<file path="src/rtl/vertex_layout_calculator_unit_assert.svh">
// assertion macros used by the vertex layout calculator rtl
`ifndef VERTEX_LAYOUT_CALCULATOR_UNIT_ASSERT_SVH
`define VERTEX_LAYOUT_CALCULATOR_UNIT_ASSERT_SVH

// same-cycle implication, disabled while reset is asserted
`define VLC_ASSERT_IMP(lbl, clk, rst_n, ante, cons, msg) \
  lbl: assert property (@(posedge clk) disable iff (!rst_n) (ante) |-> (cons)) \
    else $error(msg);

// next-cycle implication, disabled while reset is asserted
`define VLC_ASSERT_NXT(lbl, clk, rst_n, ante, cons, msg) \
  lbl: assert property (@(posedge clk) disable iff (!rst_n) (ante) |=> (cons)) \
    else $error(msg);

`endif

</file>
<file path="src/rtl/vlc_pkg.sv">
`timescale 1ns / 1ps

package vlc_pkg;

  localparam int unsigned MAX_STAGES_DEF = 8;
  localparam int unsigned UPC_W          = 4;

  // record kinds
  localparam logic [3:0] REC_POSITION = 4'd0;
  localparam logic [3:0] REC_WEIGHTS  = 4'd1;
  localparam logic [3:0] REC_PALETTE  = 4'd2;
  localparam logic [3:0] REC_NORMAL   = 4'd3;
  localparam logic [3:0] REC_COLOR    = 4'd4;
  localparam logic [3:0] REC_SPECULAR = 4'd5;
  localparam logic [3:0] REC_TEXCOORD = 4'd6;
  localparam logic [3:0] REC_TANGENT  = 4'd7;
  localparam logic [3:0] REC_BINORMAL = 4'd8;
  localparam logic [3:0] REC_SUMMARY  = 4'd9;

  // attribute flag bits
  localparam int unsigned FLG_NORMAL    = 0;
  localparam int unsigned FLG_DIFFUSE   = 1;
  localparam int unsigned FLG_SPECULAR  = 2;
  localparam int unsigned FLG_FDIFFUSE  = 3;
  localparam int unsigned FLG_FSPECULAR = 4;
  localparam int unsigned FLG_TANGENT   = 5;
  localparam int unsigned FLG_BINORMAL  = 6;
  localparam int unsigned FLG_PALETTE   = 7;

  // position kinds
  localparam logic [3:0] POS_XYZ       = 4'd1;
  localparam logic [3:0] POS_XYZRHW    = 4'd2;
  localparam logic [3:0] POS_XYZW      = 4'd3;
  localparam logic [3:0] POS_BLEND_LO  = 4'd4;
  localparam logic [3:0] POS_BLEND_HI  = 4'd8;

  typedef struct packed {
    logic [3:0]  position_kind;
    logic [7:0]  attribute_flags;
    logic [3:0]  stage_count;
    logic [23:0] stage_sizes;
  } desc_t;

  typedef struct packed {
    logic [3:0] record_kind;
    logic [2:0] stage_index;
    logic [5:0] offset_floats;
    logic [2:0] dimension;
    logic [7:0] total_bytes;
    logic [4:0] element_count;
    logic       last_record;
  } rec_t;

  typedef enum logic [3:0] {
    OP_POS,
    OP_WEIGHTS,
    OP_PALETTE,
    OP_NORMAL,
    OP_COLOR,
    OP_SPEC,
    OP_TEX,
    OP_TANGENT,
    OP_BINORMAL,
    OP_SUMMARY
  } op_e;

  typedef enum logic [1:0] {
    C_NEXT,        // fall through
    C_NO_STAGES,   // jump when no texture stages
    C_MORE_STAGES, // jump back while stages remain
    C_END          // program done
  } cond_e;

  typedef struct packed {
    op_e              op;
    cond_e            cond;
    logic [UPC_W-1:0] target;
  } ucode_t;

  localparam logic [UPC_W-1:0] UPC_TEX     = UPC_W'(6);
  localparam logic [UPC_W-1:0] UPC_TANGENT = UPC_W'(7);

  // microprogram, one step per element slot
  function automatic ucode_t ucode_rom(input logic [UPC_W-1:0] pc);
    ucode_t w;
    case (pc)
      4'd0:    w = '{op: OP_POS,      cond: C_NEXT,        target: '0};
      4'd1:    w = '{op: OP_WEIGHTS,  cond: C_NEXT,        target: '0};
      4'd2:    w = '{op: OP_PALETTE,  cond: C_NEXT,        target: '0};
      4'd3:    w = '{op: OP_NORMAL,   cond: C_NEXT,        target: '0};
      4'd4:    w = '{op: OP_COLOR,    cond: C_NEXT,        target: '0};
      4'd5:    w = '{op: OP_SPEC,     cond: C_NO_STAGES,   target: UPC_TANGENT};
      4'd6:    w = '{op: OP_TEX,      cond: C_MORE_STAGES, target: UPC_TEX};
      4'd7:    w = '{op: OP_TANGENT,  cond: C_NEXT,        target: '0};
      4'd8:    w = '{op: OP_BINORMAL, cond: C_NEXT,        target: '0};
      4'd9:    w = '{op: OP_SUMMARY,  cond: C_END,         target: '0};
      default: w = '{op: OP_SUMMARY,  cond: C_END,         target: '0};
    endcase
    return w;
  endfunction

endpackage

</file>
<file path="src/rtl/vlc_stream_if.sv">
`timescale 1ns / 1ps

interface vlc_stream_if #(
  parameter type payload_t = logic
) ();
  logic     valid;
  logic     ready;
  payload_t data;

  modport source (output valid, output data, input ready);
  modport sink   (input valid, input data, output ready);
endinterface

</file>
<file path="src/rtl/vertex_layout_calculator_unit.sv">
`timescale 1ns / 1ps
// vertex layout calculator
// desc_i (sink, payload vlc_pkg::desc_t) takes one vertex format descriptor per
// request; rec_o (source, payload vlc_pkg::rec_t) returns one record per
// present element in fixed order, then a summary record with last_record set
// that carries the vertex size in bytes and the element count.
// a request is taken at a clock edge where valid and ready are both high.
// desc_i.ready is high whenever no descriptor is in progress, also while the
// summary of the previous descriptor still sits in the output register.
// a microprogram walks the element slots one step per cycle while the output
// slot is free or freeing; the texture step runs once per stage in use and is
// skipped when there are none. the first record is written to the output
// register by the first step after the accept edge, at the earliest.
// when rec_o.ready is low with a record pending, the step counter holds and
// the record stays in the output register until taken.
// rst_ni clears the sequencer and the output valid asynchronously; no request
// is in progress after reset.
`include "vertex_layout_calculator_unit_assert.svh"

module vertex_layout_calculator_unit #(
  parameter int unsigned MaxStages = vlc_pkg::MAX_STAGES_DEF
) (
  input  logic              clk_i,
  input  logic              rst_ni,
  vlc_stream_if.sink        desc_i,
  vlc_stream_if.source      rec_o
);
  import vlc_pkg::*;

  // held descriptor
  logic [3:0]       pos_q;
  logic [7:0]       flags_q;
  logic [3:0]       cnt_q;
  logic [23:0]      sizes_q;

  // sequencer state
  logic             busy_q;
  logic [UPC_W-1:0] pc_q;
  logic [2:0]       s_q;
  logic [5:0]       off_q;
  logic [4:0]       elems_q;

  // output register
  logic             rec_valid_q;
  rec_t             rec_q;

  ucode_t           uc;
  logic             accept;
  logic             fire;
  logic [3:0]       cnt_sat;

  // datapath results for the current step
  logic             emit;
  logic [3:0]       kind;
  logic [5:0]       rec_off;
  logic [2:0]       dim;
  logic [3:0]       adv;
  logic [1:0]       inc;

  logic             blend;
  logic [2:0]       betas;
  logic [2:0]       raw_sz;
  logic [2:0]       tex_sz;
  logic             f_dif, f_spc, f_fdif, f_fspc;
  logic [3:0]       s_next;

  assign uc     = ucode_rom(pc_q);
  assign accept = desc_i.valid && desc_i.ready;
  // a step runs only when the output slot is free or freeing this cycle
  assign fire   = busy_q && (!rec_valid_q || rec_o.ready);

  assign cnt_sat = (desc_i.data.stage_count > 4'(MaxStages)) ? 4'(MaxStages)
                                                             : desc_i.data.stage_count;

  assign desc_i.ready = !busy_q;
  assign rec_o.valid  = rec_valid_q;
  assign rec_o.data   = rec_q;

  assign blend  = (pos_q >= POS_BLEND_LO) && (pos_q <= POS_BLEND_HI);
  assign betas  = 3'(pos_q - 4'd3);
  assign raw_sz = sizes_q[3*s_q +: 3];
  assign tex_sz = (raw_sz > 3'd4) ? 3'd4 : raw_sz;
  assign f_dif  = flags_q[FLG_DIFFUSE];
  assign f_spc  = flags_q[FLG_SPECULAR];
  assign f_fdif = flags_q[FLG_FDIFFUSE];
  assign f_fspc = flags_q[FLG_FSPECULAR];
  assign s_next = {1'b0, s_q} + 4'd1;

  // element datapath, selected by the step's opcode
  always_comb begin
    emit    = 1'b0;
    kind    = REC_SUMMARY;
    rec_off = off_q;
    dim     = 3'd0;
    adv     = 4'd0;
    inc     = 2'd0;
    case (uc.op)
      OP_POS: begin
        kind = REC_POSITION;
        emit = (pos_q >= POS_XYZ) && (pos_q <= POS_BLEND_HI);
        dim  = ((pos_q == POS_XYZRHW) || (pos_q == POS_XYZW)) ? 3'd4 : 3'd3;
      end
      OP_WEIGHTS: begin
        kind = REC_WEIGHTS;
        emit = blend && (!flags_q[FLG_PALETTE] || (betas > 3'd1));
        dim  = flags_q[FLG_PALETTE] ? (betas - 3'd1) : betas;
      end
      OP_PALETTE: begin
        kind = REC_PALETTE;
        emit = blend && flags_q[FLG_PALETTE];
        dim  = 3'd1;
      end
      OP_NORMAL: begin
        kind = REC_NORMAL;
        emit = flags_q[FLG_NORMAL];
        dim  = 3'd3;
      end
      OP_COLOR: begin
        // space for both color forms is taken by the specular step
        kind    = REC_COLOR;
        emit    = f_dif || f_fdif;
        rec_off = f_fdif ? (off_q + 6'(f_dif) + 6'(f_spc)) : off_q;
        dim     = f_fdif ? 3'd4 : 3'd1;
        inc     = 2'(f_dif) + 2'(f_fdif);
      end
      OP_SPEC: begin
        kind    = REC_SPECULAR;
        emit    = f_spc || f_fspc;
        rec_off = off_q + 6'(f_dif)
                + (f_fspc ? (6'(f_spc) + (f_fdif ? 6'd4 : 6'd0)) : 6'd0);
        dim     = f_fspc ? 3'd4 : 3'd1;
        // skip packed diffuse, packed specular and both float forms
        adv     = 4'(f_dif) + 4'(f_spc) + (f_fdif ? 4'd4 : 4'd0)
                + (f_fspc ? 4'd4 : 4'd0);
        inc     = 2'(f_spc) + 2'(f_fspc);
      end
      OP_TEX: begin
        kind = REC_TEXCOORD;
        emit = (tex_sz != 3'd0);
        dim  = tex_sz;
      end
      OP_TANGENT: begin
        kind = REC_TANGENT;
        emit = flags_q[FLG_TANGENT];
        dim  = flags_q[FLG_BINORMAL] ? 3'd3 : 3'd4;
      end
      OP_BINORMAL: begin
        kind = REC_BINORMAL;
        emit = flags_q[FLG_BINORMAL];
        dim  = 3'd3;
      end
      OP_SUMMARY: begin
        kind = REC_SUMMARY;
        emit = 1'b1;
      end
      default: begin
        emit = 1'b0;
      end
    endcase
    // plain elements advance by their own size and count once
    if ((uc.op != OP_COLOR) && (uc.op != OP_SPEC) && (uc.op != OP_SUMMARY)) begin
      adv = emit ? {1'b0, dim} : 4'd0;
      inc = emit ? 2'd1 : 2'd0;
    end
  end

  // sequencer: step counter with conditional jumps
  always_ff @(posedge clk_i or negedge rst_ni) begin
    if (!rst_ni) begin
      busy_q  <= 1'b0;
      pc_q    <= '0;
      s_q     <= '0;
      off_q   <= '0;
      elems_q <= '0;
    end else if (accept) begin
      busy_q  <= 1'b1;
      pc_q    <= '0;
      s_q     <= '0;
      off_q   <= '0;
      elems_q <= '0;
    end else if (fire) begin
      off_q   <= off_q + 6'(adv);
      elems_q <= elems_q + 5'(inc);
      if (uc.op == OP_TEX) begin
        s_q <= s_q + 3'd1;
      end
      case (uc.cond)
        C_NEXT: begin
          pc_q <= pc_q + UPC_W'(1);
        end
        C_NO_STAGES: begin
          pc_q <= (cnt_q == 4'd0) ? uc.target : (pc_q + UPC_W'(1));
        end
        C_MORE_STAGES: begin
          pc_q <= (s_next < cnt_q) ? uc.target : (pc_q + UPC_W'(1));
        end
        C_END: begin
          busy_q <= 1'b0;
          pc_q   <= '0;
        end
        default: begin
          busy_q <= 1'b0;
        end
      endcase
    end
  end

  // descriptor hold register
  always_ff @(posedge clk_i) begin
    if (accept) begin
      pos_q   <= desc_i.data.position_kind;
      flags_q <= desc_i.data.attribute_flags;
      cnt_q   <= cnt_sat;
      sizes_q <= desc_i.data.stage_sizes;
    end
  end

  // output register
  always_ff @(posedge clk_i or negedge rst_ni) begin
    if (!rst_ni) begin
      rec_valid_q <= 1'b0;
    end else if (fire && emit) begin
      rec_valid_q <= 1'b1;
    end else if (rec_o.ready) begin
      rec_valid_q <= 1'b0;
    end
  end

  always_ff @(posedge clk_i) begin
    if (fire && emit) begin
      rec_q.record_kind <= kind;
      if (uc.op == OP_SUMMARY) begin
        rec_q.stage_index   <= 3'd0;
        rec_q.offset_floats <= 6'd0;
        rec_q.dimension     <= 3'd0;
        rec_q.total_bytes   <= {off_q, 2'b00};
        rec_q.element_count <= elems_q;
        rec_q.last_record   <= 1'b1;
      end else begin
        rec_q.stage_index   <= (uc.op == OP_TEX) ? s_q : 3'd0;
        rec_q.offset_floats <= rec_off;
        rec_q.dimension     <= dim;
        rec_q.total_bytes   <= 8'd0;
        rec_q.element_count <= 5'd0;
        rec_q.last_record   <= 1'b0;
      end
    end
  end

  // checks
  `VLC_ASSERT_NXT(a_accept_starts, clk_i, rst_ni, accept,
                  busy_q && (pc_q == '0) && (s_q == 3'd0),
                  "descriptor accept did not restart the microprogram")
  `VLC_ASSERT_IMP(a_tex_in_range, clk_i, rst_ni, busy_q && (uc.op == OP_TEX),
                  (4'(s_q) < cnt_q),
                  "texture step running past the stage count")
  `VLC_ASSERT_IMP(a_last_is_summary, clk_i, rst_ni,
                  rec_valid_q && rec_q.last_record,
                  (rec_q.record_kind == REC_SUMMARY) && (rec_q.offset_floats == 6'd0)
                  && (rec_q.dimension == 3'd0),
                  "last record is not a clean summary")
  `VLC_ASSERT_IMP(a_no_step_when_full, clk_i, rst_ni,
                  busy_q && rec_valid_q && !rec_o.ready, !fire,
                  "sequencer advanced over a pending record")

endmodule

</file>
<file path="src/flat_wrapper.sv">
// flat-port wrapper written by rule: the top's interface ports become plain ports
module vertex_layout_calculator_unit_flat import vlc_pkg::*;
#(
  parameter int unsigned MaxStages = vlc_pkg::MAX_STAGES_DEF
)
  (clk_i, rst_ni, desc_i_valid, desc_i_data, desc_i_ready, rec_o_valid, rec_o_data, rec_o_ready);
  vlc_stream_if #(.payload_t(desc_t)) desc_i_i ();
  vlc_stream_if #(.payload_t(rec_t)) rec_o_i ();
  input  logic clk_i;
  input  logic rst_ni;
  input wire logic [$bits(desc_i_i.valid)-1:0] desc_i_valid;
  input wire logic [$bits(desc_i_i.data)-1:0] desc_i_data;
  output wire logic [$bits(desc_i_i.ready)-1:0] desc_i_ready;
  output wire logic [$bits(rec_o_i.valid)-1:0] rec_o_valid;
  output wire logic [$bits(rec_o_i.data)-1:0] rec_o_data;
  input wire logic [$bits(rec_o_i.ready)-1:0] rec_o_ready;
  assign desc_i_i.valid = desc_i_valid;
  assign desc_i_i.data = desc_i_data;
  assign desc_i_ready = desc_i_i.ready;
  assign rec_o_valid = rec_o_i.valid;
  assign rec_o_data = rec_o_i.data;
  assign rec_o_i.ready = rec_o_ready;
  vertex_layout_calculator_unit #(.MaxStages(MaxStages)) u_core (.clk_i(clk_i), .rst_ni(rst_ni), .desc_i(desc_i_i), .rec_o(rec_o_i));
endmodule
</file>
<file path="config.mk">
export PLATFORM = sky130hd
export DESIGN_NAME = vertex_layout_calculator_unit_flat
export DESIGN_NICKNAME = d
export VERILOG_FILES = /design/src/rtl/vlc_pkg.sv /design/src/rtl/vlc_stream_if.sv /design/src/rtl/vertex_layout_calculator_unit.sv /design/src/flat_wrapper.sv
export VERILOG_INCLUDE_DIRS = /design/src /design/src/rtl
export SDC_FILE = /design/constraint.sdc
export NUM_CORES = 1
export LEC_CHECK = 0
export BUFFER_PORTS_ARGS = -buffer_cell sky130_fd_sc_hd__clkbuf_2
export CAP_MARGIN = 5
export CELL_PAD_IN_SITES_DETAIL_PLACEMENT = 0
export CELL_PAD_IN_SITES_GLOBAL_PLACEMENT = 2
export CORE_MARGIN = 5
export CORE_UTILIZATION = 34
export CTS_CLUSTER_DIAMETER = 40
export DETAILED_ROUTE_END_ITERATION = 16
export GPL_TIMING_DRIVEN = 0
export PLACE_DENSITY = 0.82
export REMOVE_ABC_BUFFERS = 1
export SLEW_MARGIN = 25
export SYNTH_ARGS = -nofsm -noshare
export SYNTH_HDL_FRONTEND = slang
export SYNTH_SLANG_ARGS = --single-unit
</file>
<file path="constraint.sdc">
create_clock -name clk_i -period 3.31 [get_ports clk_i]
set_input_delay 0.4965 -clock clk_i [delete_from_list [all_inputs] [get_ports clk_i]]
set_output_delay 0.4965 -clock clk_i [all_outputs]
set_load 0.005 [all_outputs]
</file>
==> impl_metrics.py, run 1 <==
metrics = {
    "timing": {
        "fmax_ghz": 0.318,
        "worst_pin_slew_ps": 846,
        "finalCritPeriodShare_pct": 95.1,
        "period_needed_ps": 3150,
        "slew_violations": 0,
        "slew_headroom_pct": 43.0,
        "finalHoldViolCount": 0,
        "setup-tns-final_ps": 0,
        "setup_viol": 0,
        "final.setup.worst_slack_ps": 163,
        "fin_skew_ps": 7.54,
    },
    "yosys": {
        "avgSynthCellArea_um2": 11.8,
        "synth.largest_area_cell": "edfxtp_1",
        "synth_cells": 406,
        "synthesis.area_um2": 4780,
        "synth-edff-count": 68,
        "async_flop_share_pct": 22.7,
        "ys_types": 60,
        "ys_top_cells_by_area": "edfxtp_1 (43%), dfrtp_1 (10%), ha_1 (8.4%), mux4_1 (3.3%), xor2_1 (3.1%)",
        "yosys.area.top_type_share_pct": 42.7,
        "synthFlopType": "edfxtp_1",
        "ys_ff_latch": 88,
        "ys_warn_count": 0,
        "ys_seq_area_share_pct": 53.2,
    },
    "critical_path": {
        "reg2reg_depth": 14,
        "r2r_end": "u_core.off_q[4]",
        "timing.rr.start": "u_core.s_q[0]",
        "end_kind": "flop",
        "crit_path_start_kind": "flop",
        "required_ps": 3570,
        "arrival_ps": 3410,
        "r2r_slack_ps": 160,
        "crit_fanout": 7,
        "path_class": "flop to flop",
    },
    "drt": {
        "vias_per_cell": 4.95,
        "drt-pass1-iter-count": 4,
        "drt_iter0_drc": 162,
        "wl_mm": 10.1,
        "wl_per_cell_um": 15.2,
        "drc_errors": 0,
        "ant_nets": 0,
        "vias": 3292,
    },
    "power_and_ir_drop": {
        "p_clk_share_pct": 18.0,
        "p_sw_share_pct": 39.0,
        "p_leak_nw": 2.40,
        "combPwrFrac_pct": 44.6,
        "max-vdd-ir-drop_mv": 0.496,
        "power_frac_seq_pct": 37.4,
        "p_int_mw": 3.44,
        "pwr_density_cell_nw_per_um2": 968,
        "switchingPower_mw": 2.20,
    },
    "cts": {
        "clk_pin_slew_ps": 60,
        "htreeDepth": 3,
        "clockBufferDepth": 2,
        "cts_buffers": 9,
        "tritoncts": "done",
        "cts_root_buf": "clkbuf_16",
        "cts.sinks": 88,
        "clkLatencyLatePin_ps": 340,
    },
    "global_route": {
        "grt_usage_pct": 12.4,
        "grt_pass1_wl_mm": 16.3,
        "first_global_vias": 3280,
        "globalRoute.totalOverflow": 0,
        "antenna_found_initial": 0,
        "grt_max_degree": 45,
    },
    "floorplan": {
        "die_area_um2": 16500,
        "initial_core_util_pct": 34.6,
        "rows": 43,
        "dieWidth_um": 129,
        "pin_count": 76,
        "die_y_um": 129,
        "core-area_um2": 13800,
    },
    "layout": {
        "fill_cells": 1302,
        "num_antenna_cells": 0,
        "syn2layout_area_growth_pct": 21.8,
        "final_nets": 558,
        "final_cell_area_um2": 5820,
        "final_common_cell": "clkbuf_2",
        "post-route-util_pct": 42.1,
        "final_cell_mix": "clkbuf_2 (74), edfxtp_1 (68), ha_1 (29)",
        "drive_gt1_share_pct": 28.7,
        "ff_latch_area_um2": 2550,
        "multi_input_area_um2": 2190,
    },
    "place": {
        "dp_slack_ps": -389,
        "place_area_um2": 5330,
        "gp_congestion": 0.812,
        "numPortBuffers": 73,
        "dp_hpwl_mm": 7.36,
    },
    "outcome": {
        "status": "complete, no violations",
    },
    "min_path": {
        "min_path_type": "primary input to asynchronous set/reset pin",
    },
    "job": {
        "cap_violations": 0,
    },
}
-- routing by layer --
layer  up-vias  track usage (%)  share of wire, %
met2        87             20.8                48
li1       1638                -                 -
met3        12             3.57               6.2
met4         0             2.84               1.0
met1      1555             15.9                45
met5         -                0                 0
-- cells by family after synthesis --
group | after synthesis | share of synthesized area (%)
and+or+nand+nor | 137 | 15.1
DFF | 88 | 53.2
AOI/OAI and AO/OA | 68 | 9.51
buffers and inverters | 41 | 3.67
adders and majority gates | 34 | 9.22
xor gates and xnor gates | 23 | 4.22
muxes | 14 | 5.03
other | 1 | 0.0785
-- worst max-delay path: stages (launching register included) --
cell and delay [ps]:
dfrtp_2 460, mux4_1 570, mux2_2 300, nand2b_4 150
nor2_2 120, o41ai_2 90, o21ai_1 160, ha_2 200
inv_1 60, fa_2 380, nor2b_2 120, o21a_1 140
o21ai_2 50, xor2_1 180, nor2_1 90
-- metrics by stage --
stage	power, mW	hold slack (ps)	std cells
after global routing	6.08	171	665
after floorplan	3.55	201	385
after global placement	4.28	499	638
final	5.63	134	665
after CTS	5.51	141	657
after detailed placement	4.43	504	640
-- flip-flops by register name, summed over array words and instances (netlist names) --
signal and cells:
u_core.off_q 6, u_core.s_q 3, u_core.pc_q 4, u_core.sizes_q 24, u_core.rec_o.valid 1, u_core.rec_o.data 28
u_core.pos_q 4, u_core.elems_q 5, u_core.flags_q 8, u_core.busy_q 1, u_core.cnt_q 4
-- repair_timing --
| item | in CTS | in global routing |
|---|---|---|
| gates resized for setup | 9 | 32 |
| endpoints found under the setup margin | 8 | 3 |
| hold buffers | 0 | 0 |
| buffers inserted | 1 | 8 |
| pin swaps | 1 | 16 |
-- synth_stat cells, types with 3 or more instances --
| cell | number |
|---|---|
| edfxtp_1 | 68 |
| ha_1 | 32 |
| nor2_1 | 31 |
| nand2_1 | 28 |
| dfrtp_1 | 20 |
| nand3_1 | 19 |
| inv_1 | 18 |
| xor2_1 | 17 |
| o21ai_0 | 15 |
| a21oi_1 | 14 |
| clkbuf_1 | 14 |
| and3_1 | 12 |
| nor3_1 | 9 |
| nor2b_1 | 8 |
| mux2i_1 | 6 |
| mux4_1 | 6 |
| o211ai_1 | 6 |
| xnor2_1 | 6 |
| a22oi_1 | 5 |
| and2_1 | 5 |
| buf_2 | 5 |
| nand2b_1 | 4 |
| or4_1 | 4 |
| a21boi_0 | 3 |
| a222oi_1 | 3 |
| a31oi_1 | 3 |
| o21a_1 | 3 |
| o31ai_1 | 3 |
-- how the worst max path moves through the flow --
stage                         from                     to  slack (ps)  depth (start not counted)
floorplan           u_core.pc_q[3]   u_core.rec_o.data[0]          30                          5
global placement    u_core.pc_q[0]  u_core.rec_o.data[17]       -1010                          7
detailed placement  u_core.pc_q[0]        u_core.off_q[4]        -390                         15
CTS                  u_core.s_q[0]        u_core.off_q[4]          20                         14
global route         u_core.s_q[0]        u_core.off_q[5]         -20                         13
finish               u_core.s_q[0]        u_core.off_q[4]         160                         14
-- final cells by class --
type                    count  share of cell area (%)
well taps                 180                    3.87
clock inverters             6                    1.16
inverters                  19                    1.25
repair buffers             84                    8.22
multi-input cells         278                    37.7
clock buffers              10                    3.94
flip-flops and latches     88                    43.9
-- power groups by stage --
stage / Sequential, mW / Combinational [mW] / Clock (mW)
final: 2.11 / 2.51 / 1.01
after global routing: 2.17 / 2.83 / 1.08
after CTS: 2.10 / 2.36 / 1.04
after detailed placement: 2.12 / 2.31 / 0
after global placement: 2.13 / 2.15 / 0
after floorplan: 2.04 / 1.51 / 0
Note: power is estimated with default switching activity, not from simulation.
==> run 2, diff against run 1 <==
--- a/config.mk
+++ b/config.mk
@@ -16,6 +16,7 @@
 export DETAILED_ROUTE_END_ITERATION = 16
 export GPL_TIMING_DRIVEN = 0
 export PLACE_DENSITY = 0.82
+export RECOVER_POWER = 50
 export REMOVE_ABC_BUFFERS = 1
 export SLEW_MARGIN = 25
 export SYNTH_ARGS = -nofsm -noshare
==> impl_metrics.py, run 2 (synthesis gave the netlist of run 1 again) <==
metrics = {
    "critical_path": {
        "startpoint": "u_core.s_q[0]",
        "crit_path_start_kind": "flop",
        "timing.rr.start": "u_core.s_q[0]",
        "required_ps": 3570,
        "path_class": "flop to flop",
        "slowest_delay_ps": 570,
        "path_delay_family": "multiplexers",
        "arrival_ps": 3410,
        "crit_fanout": 7,
        "end_kind": "flop",
        "worst-path-buf-inv": 1,
        "crit_path_top_delay_cell": "mux4_1",
        "crit_chain": "mux4_1 -> mux2_2 -> nand2b_4 -> nor2_2 -> o41ai_2 -> o21ai_1 -> ha_2 -> inv_1 -> fa_2 -> nor2b_2 -> o21a_1 -> o21ai_2 -> xor2_1 -> nor2_1",
    },
    "timing": {
        "slew_violations": 0,
        "fin_skew_ps": 7.57,
        "fmax_ghz": 0.318,
        "setup_viol": 0,
        "final.setup.worst_slack_ps": 162,
        "slew_headroom_pct": 21.8,
        "worst_pin_slew_ps": 1170,
        "finalHoldViolCount": 0,
        "period_needed_ps": 3150,
        "finalCritPeriodShare_pct": 95.1,
        "whs_ps": 332,
    },
    "global_route": {
        "first_global_vias": 3280,
        "grt_pass1_wl_mm": 16.3,
        "antenna_found_initial": 0,
        "grt_usage_pct": 12.4,
        "grt_util_met2_pct": 20.8,
        "grtUsageMet1_pct": 15.9,
        "grt.busiest_layer": "met2",
        "grt_max_degree": 45,
        "globalRoute.totalOverflow": 0,
        "use_met3_pct": 3.57,
    },
    "drt": {
        "wl_mm": 10.1,
        "vias": 3309,
        "drc_errors": 0,
        "wl_per_cell_um": 15.2,
        "drt_iter0_drc": 166,
        "ant_nets": 0,
        "vias_per_cell": 4.98,
        "drt-pass1-iter-count": 4,
    },
    "cts": {
        "clk_pin_slew_ps": 70,
        "htreeDepth": 3,
        "clkLatencyLatePin_ps": 340,
        "cts_buffers": 9,
        "cts.sinks": 88,
        "tritoncts": "done",
        "clockBufferDepth": 2,
        "cts_root_buf": "clkbuf_16",
        "hold_buffers": 0,
    },
    "place": {
        "dp_slack_ps": -389,
        "gp_congestion": 0.812,
        "post-place-cells": 640,
        "dp_hpwl_mm": 7.36,
        "numPortBuffers": 73,
    },
    "floorplan": {
        "pin_count": 76,
        "die_area_um2": 16500,
        "rows": 43,
        "initial_core_util_pct": 34.6,
        "die_y_um": 129,
        "dieWidth_um": 129,
        "core-area_um2": 13800,
    },
    "job": {
        "cap_violations": 0,
    },
    "layout": {
        "largest_reg_flops": 28,
        "drive_gt1_share_pct": 24.3,
        "fill_cells": 1317,
        "stdcell_count": 665,
        "final_common_cell": "edfxtp_1",
        "num_antenna_cells": 0,
        "post-route-util_pct": 41.8,
        "syn2layout_area_growth_pct": 20.9,
        "final_cell_mix": "edfxtp_1 (68), clkbuf_2 (54), ha_1 (29)",
        "final_nets": 558,
    },
    "min_path": {
        "min_path_type": "primary input to flop",
        "hold_path.startpoint": "desc_i_data[4]",
    },
    "power_and_ir_drop": {
        "max-vdd-ir-drop_mv": 0.496,
        "p_leak_nw": 2.33,
        "pwr_density_cell_nw_per_um2": 968,
        "p_total_mw": 5.59,
    },
    "outcome": {
        "status": "complete, no violations",
    },
}
## run 2: cell count changes in the layout (fill, tap and decap cells not counted), sizes merged
cell and delta:
clkinvlp +1, clkinv -1, clkbuf +1, buf -1
## run 2: path summary, 6_finish.rpt
check,cells after the start,slack (ps),to
worst min register to register,1,510,u_core.elems_q[3]
worst max register to register,14,160,u_core.off_q[4]
min in group asynchronous,1,380,u_core.pc_q[2]
max in group asynchronous,1,2090,u_core.pc_q[3]
worst max-delay path,14,160,u_core.off_q[4]
worst min-delay path,1,330,u_core.sizes_q[4]
## run 2: metrics by stage
stage | cell area [µm²] | TNS [ps]
finish | 5780 | 0
detailed placement | 5330 | -1490
CTS | 5640 | 0
global route | 5780 | -52.0
floorplan | 4680 | 0
global placement | 5270 | -29560
## run 2: report_power, final
part           switching (mW)  internal [mW]  total [mW]
Sequential              0.379           1.73        2.11
Combinational            1.39           1.09        2.48
Clock                   0.421          0.589        1.01
## run 2: metal layers
metal,wire length [µm],up-vias
li1,-,1643
met1,4480,1563
met2,4910,92
met3,623,11
met4,99,0
met5,0,-
## run 2: what timing repair did
action                     CTS  global route
pin swaps                    1            16
buffers inserted             1             8
gates resized for setup      9            32
setup endpoints to repair    8             3
## run 2: final cells by class
type	count	area, µm²	share of cell area [%]
clock buffer	10	229	3.96
timing repair buffer	84	437	7.56
multi-input combinational	278	2190	38.0
inverter	19	72.6	1.26
tap	180	225	3.90
sequential	88	2550	44.2
clock inverter	6	67.6	1.17
